$ cat src/hw/rtl/positional_insert_delete_list_macros.svh
// Assertion helpers for the list RTL.
// Each expects a clock named clk and a reset named arst_n in scope.
`ifndef POSITIONAL_INSERT_DELETE_LIST_MACROS_SVH
`define POSITIONAL_INSERT_DELETE_LIST_MACROS_SVH

// Consequent holds in the same cycle as the antecedent.
`define PIDL_ASSERT_NOW(lbl, ante, cons) \
	lbl: assert property (@(posedge clk) disable iff (!arst_n) (ante) |-> (cons)) \
		else $error("pidl check failed");

// Consequent holds in the cycle after the antecedent.
`define PIDL_ASSERT_NEXT(lbl, ante, cons) \
	lbl: assert property (@(posedge clk) disable iff (!arst_n) (ante) |=> (cons)) \
		else $error("pidl check failed");

`endif

$ cat src/hw/rtl/pidl_pkg.sv
`default_nettype none
package pidl_pkg;
	localparam int CAPACITY = 32;
	localparam int DATA_W   = 32;
	localparam int POS_W    = 6;
	localparam int LEN_W    = 6;

	typedef enum logic [1:0] {
		CMD_INSERT = 2'd0,
		CMD_DELETE = 2'd1,
		CMD_GET    = 2'd2,
		CMD_CLEAR  = 2'd3
	} cmd_t;

	typedef enum logic [1:0] {
		SHIFT_HOLD = 2'd0,
		SHIFT_INS  = 2'd1,
		SHIFT_DEL  = 2'd2
	} shift_op_t;

	// Broadcast to every cell of the row
	typedef struct packed {
		shift_op_t          op;
		logic [POS_W-1:0]   idx;
		logic [DATA_W-1:0]  value;
	} cell_ctl_t;
endpackage
`default_nettype wire

$ cat src/hw/rtl/pidl_cell.sv
`default_nettype none
module pidl_cell import pidl_pkg::*; (
	input  wire logic              clk,
	input  wire logic [POS_W-1:0]  slot_idx,
	input  wire cell_ctl_t         ctl,
	input  wire logic [DATA_W-1:0] left,
	input  wire logic [DATA_W-1:0] right,
	output      logic [DATA_W-1:0] slot,
	output      logic [DATA_W-1:0] tap
);
	logic [DATA_W-1:0] slot_q;
	logic [DATA_W-1:0] slot_d;

	always_comb begin
		slot_d = slot_q;
		unique case (ctl.op)
			SHIFT_INS: begin
				// take from below the insertion point, drop the new beat in at it
				if (slot_idx > ctl.idx) begin
					slot_d = left;
				end else if (slot_idx == ctl.idx) begin
					slot_d = ctl.value;
				end
			end
			SHIFT_DEL: begin
				if (slot_idx >= ctl.idx) begin
					slot_d = right;
				end
			end
			default: slot_d = slot_q;
		endcase
	end

	always_ff @(posedge clk) begin
		slot_q <= slot_d;
	end

	assign slot = slot_q;
	assign tap  = (slot_idx == ctl.idx) ? slot_q : '0;
endmodule
`default_nettype wire

$ cat config.mk
export PLATFORM = sky130hd
export DESIGN_NAME = pidl_cell
export DESIGN_NICKNAME = d
export VERILOG_FILES = /design/src/hw/rtl/positional_insert_delete_list_macros.svh /design/src/hw/rtl/pidl_pkg.sv /design/src/hw/rtl/pidl_cell.sv
export SDC_FILE = /design/constraint.sdc
export NUM_CORES = 1
export LEC_CHECK = 0
export BUFFER_PORTS_ARGS = -buffer_cell sky130_fd_sc_hd__buf_2
export CORE_ASPECT_RATIO = 0.8
export CORE_MARGIN = 3
export CORE_UTILIZATION = 47
export DETAILED_ROUTE_END_ITERATION = 6
export HOLD_SLACK_MARGIN = 0.08
export PLACE_DENSITY = 0.93
export SYNTH_ARGS = -nofsm -noshare
export SYNTH_HDL_FRONTEND = slang
export SYNTH_SLANG_ARGS = --single-unit
$ cat constraint.sdc
create_clock -name clk -period 9.3 [get_ports clk]
set_clock_uncertainty 0.2 [all_clocks]
set_input_delay 0.465 -clock clk [delete_from_list [all_inputs] [get_ports clk]]
set_output_delay 0.465 -clock clk [all_outputs]
set_load 0.005 [all_outputs]
**After elaboration in Yosys (flattened, before gate mapping)**

Cells that the tools add are included.

- Register bits: 32
- Input bits: 111
- Output and inout port bits: 64
- Word-level logic and storage cells: 15

- Magnitude comparators: 2
- Equal/unequal tests: 5
- Muxes and demuxes: 5
- Reductions and logical operators: 2

Operators with widths:

| operator | count |
|---|---|
| $mux W32 | 4 |
| $pmux W32 S2 | 1 |
| $eq A6 B6 Y1 | 1 |
| $ge A6 B6 Y1 | 1 |
| $gt A6 B6 Y1 | 1 |
| $ne A3 B3 Y1 const B | 1 |
| $reduce_and A3 Y1 | 1 |
| $eq A2 B1 Y1 const B | 1 |
| $eq A2 B2 Y1 const B | 1 |
| $ne A2 B2 Y1 const B | 1 |
| $reduce_bool A2 Y1 | 1 |

**Depth between registers and ports, before layout**

- Word-level depth: 4
- Depth in mapped cells: 9
- Depth with buffers taken out: 6

**Worst setup path after synthesis**

No wires, ideal clock.

- Path kind: input port to flip-flop
- From: input ctl[37] (netlist bit)
- To: register slot_q[0] (netlist: slot[0]) (enable)
- Library setup time: 0.437 ns
- Arrival: 3.225 ns
- Required time: 8.663 ns
- Setup slack: 5.439 ns
- Stages on the path: 7
- Buffers on the path: 2
- Path through: inv_1 > ha_1 > and4_4 > and3_4 > buf_6 > clkbuf_1 > a2bb2oi_1

- Cells in the longest elaborated chain, start to end: 3
- Elaborated cells between the ends (all ways): 6
- Those cells by class: 2 x order compare; 3 x eq/ne; 1 x reduce/logical

Ends and longest elaborated chain:

| item | line | source |
|---|---|---|
| start: declaration | pidl_cell.sv:5 | `input wire cell_ctl_t ctl,` |
| $gt A6 B6 Y1, or another cell as far along | pidl_cell.sv:19 | `if (slot_idx > ctl.idx) begin` |
| $ne A3 B3 Y1 (no line) / $ne A2 B2 Y1 (equally long branches) | n/a |  |
| $reduce_and A3 Y1 (no line) (*) | n/a |  |
| end signal: assignment | pidl_cell.sv:35 | `slot_q <= slot_d;` |
| end: declaration | pidl_cell.sv:11 | `logic [DATA_W-1:0] slot_q;` |

Every way passes the cells marked *; elsewhere a longest branch is shown, timed or not.
A chain may end at the register's enable or synchronous reset.

**Worst setup path after layout**

Same ends and word-level chain as after synthesis.

==> summary.md <==
| Metric | Value |
|---|---|
| Max Root-Sink Buffers | `2` |
| Slew HR | `0.263` |
| Layout cell share with drive strength beyond 1 | `0.414` |
| Post-DP HPWL | `5840 um` |
| Post-synthesis mux area share | `0` |
| CTS tree | `built` |
| Syn Nets | `440` |
| Largest family of logic cells by synthesized area | `simple AND/OR/NAND/NOR gates` |
| DRT iter0 DRCs | `roughly 210` |
| Synth Area in Compound Gates | `0.209` |
| Sequential area share after synthesis | `0.341` |
| Setup WS pre-CTS | `between 5 and 6 ns` |
| Sink Count | `32` |
| Die Span Y | `around 75 um` |
| # IOs | `about 180` |
| Final ANT Viol Nets | `0` |
| Min-delay worst type | `in2reg` |
| VDD IR max | `roughly 0.000064 V` |
| Commonest cells after routing, fill and taps aside | `buf_2 (174), and2_1 (64), nand3_1 (33)` |
| WS Path Type | `in2reg` |
| Max Transition Viols Final | `0` |
| Post-layout min period | `3.15 ns` |
| Largest net degree at the start of global routing | `98` |
| Fmax | `0.318 GHz` |
| Core Region | `between 5000 and 6000 um^2` |
| Post-Route WL | `8500 um` |
| Clock-pin slew on the worst setup and hold paths | `approximately 0.070 ns` |
| Final hold violation count | `0` |
| Starting density of the core | `0.502` |
| Nets | `between 500 and 600` |
| Tcrit/Tclk final | `0.338` |
| Via count | `about 3100` |
| Actual slew at the worst max-slew pin | `about 1.1 ns` |
| N_diodes | `0` |
| Number of gates resized after cts | `0` |
| Number of fill cells | `478` |
| Power, Total | `~0.43 mW` |
| Count of state elements after synthesis | `32` |
| Post-CTS setup buffer count | `0` |
| Lkg Pwr | `about 1.8 nW` |
| CTS Hold Bufs | `0` |
| FP Rows | `24` |
| Crit path DAT | `2.85 ns` |
| Initial antenna violation count | `0` |
| Max-Cap Viols | `0` |
| Die area | `6970 um^2` |
| Die X-Extent | `between 90 and 100 um` |
| Final setup vio count | `0` |
| Setup TNS | `0 ns` |
| Crit path max fanout | `between 90 and 100` |
| Critical Path RT | `roughly 9.0 ns` |
| Synth unique cells | `22` |
| Area Overhead vs Synth | `31.8%` |
| Final instance area | `around 3700 um^2` |
| Number of flip-flops in the largest register | `32` |
| Routed length per placed instance | `15.6 um` |
| Mapped Cells | `about 320` |
| Drt pass-1 iters | `5` |
| Mean area per synthesized cell | `about 8.7 um^2` |
| Grt ovf | `0` |
| Global-route wire length before repair | `about 13000 um` |
| Vias per std cell | `a little under 6` |
| Synth Cell Area | `2820 um^2` |
| H-tree Lvls | `2` |
| Vias in the first global route | `~2800` |
| Status | `finished clean` |
| IO buf count | `about 170` |
| Residual DRC count | `0` |
| Routability cong. | `a little over 0.8` |
| Adder-Cell Fraction of Synth Area | `0.0266` |
| Crit path launch type | `primary input` |
| Commonest non-fill, non-tap cell in the layout | `buf_2` |
| Clk root buf | `clkbuf_8` |
| Xor/xnor share of the synthesized area | `0` |
| Simple-Gate Fraction of Synth Area | `0.333` |
| Syn. warnings | `0` |
| Worst setup margin | `6.15 ns` |
| Ratio of total power to cell area | `about 110 nW/um^2` |
| Dpl cell area | `~3600 um^2` |
| Setup crit end kind | `flop` |
| CTS buffer count | `5` |
| RSZ-0062 raised after global routing | `false` |
| Overall Global Routing Usage | `0.233` |
## stage by stage
step	util	std cells	hold WS, ns
2_1_floorplan	-	323	0.499
3_3_place_gp	0.647	536	0.592
3_5_place_dp	0.647	536	0.598
4_1_cts	0.662	544	0.298
5_1_grt	0.662	544	0.313
6_report	0.662	544	0.306
## per-layer routing
metal / part of all wire / wire length (um) / track usage / up-vias
met5: 0 / 0 / 0 / -
met4: 0.0034 / 29 / 0.0395 / 0
met3: 0.11 / 898 / 0.0639 / 2
met2: 0.51 / 4330 / 0.420 / 187
met1: 0.38 / 3250 / 0.287 / 1446
li1: - / - / - / 1514
## cell usage after synthesis
cell type	number	share of area
buf_1	2	0.0027
nor2b_1	2	0.0044
buf_2	18	0.032
clkbuf_1	15	0.020
nand3_1	34	0.060
a22oi_1	32	0.085
and3_4	1	0.0040
and2_1	64	0.14
a2bb2oi_1	1	0.0031
and4_4	1	0.0040
edfxtp_1	32	0.34
nand2_1	32	0.043
buf_6	6	0.024
a311o_1	32	0.11
nand2b_1	2	0.0044
o21ai_2	1	0.0031
clkbuf_2	2	0.0036
ha_1	6	0.027
nand4_1	32	0.071
a21o_1	1	0.0027
inv_1	6	0.0080
a21oi_1	1	0.0018
## kinds of logic (layout without fill, tap and decap cells)
family          Yosys count  in the layout
simple gates            168            168
flops                    32             32
compound gates           68             68
buf+inv                  49            192
fa+ha+maj                 6              6
## worst paths after layout
check / slack (ns) / start / depth (start not counted) / to
worst max-delay path: 6.15 / ctl[37] / 6 / slot[0]$_DFFE_PP_
worst min-delay path: 0.31 / right[21] / 3 / slot[21]$_DFFE_PP_
## cell type report
type	count	area, um^2	area share
clock buffers	5	68.8	0.0185
clock inverters	3	13.8	0.00370
inverters	6	22.5	0.00606
multi-input cells	242	1650	0.444
flip-flops and latches	32	961	0.259
well taps	78	97.6	0.0263
repair buffers	178	901	0.243
## critical path, cell delays in order
cell and delay (ns):
buf_2 0.08, inv_1 0.04, ha_1 0.37, and4_4 0.28, and3_4 0.79, a2bb2oi_4 0.79
## power by group
group / total (mW) / switching, mW / internal (mW)
Combinational: 0.132 / 0.0687 / 0.0634
Sequential: 0.193 / 0.00867 / 0.184
Clock: 0.101 / 0.0504 / 0.0507
Total: 0.426 / 0.128 / 0.299
(Power assumes the default switching activity.)
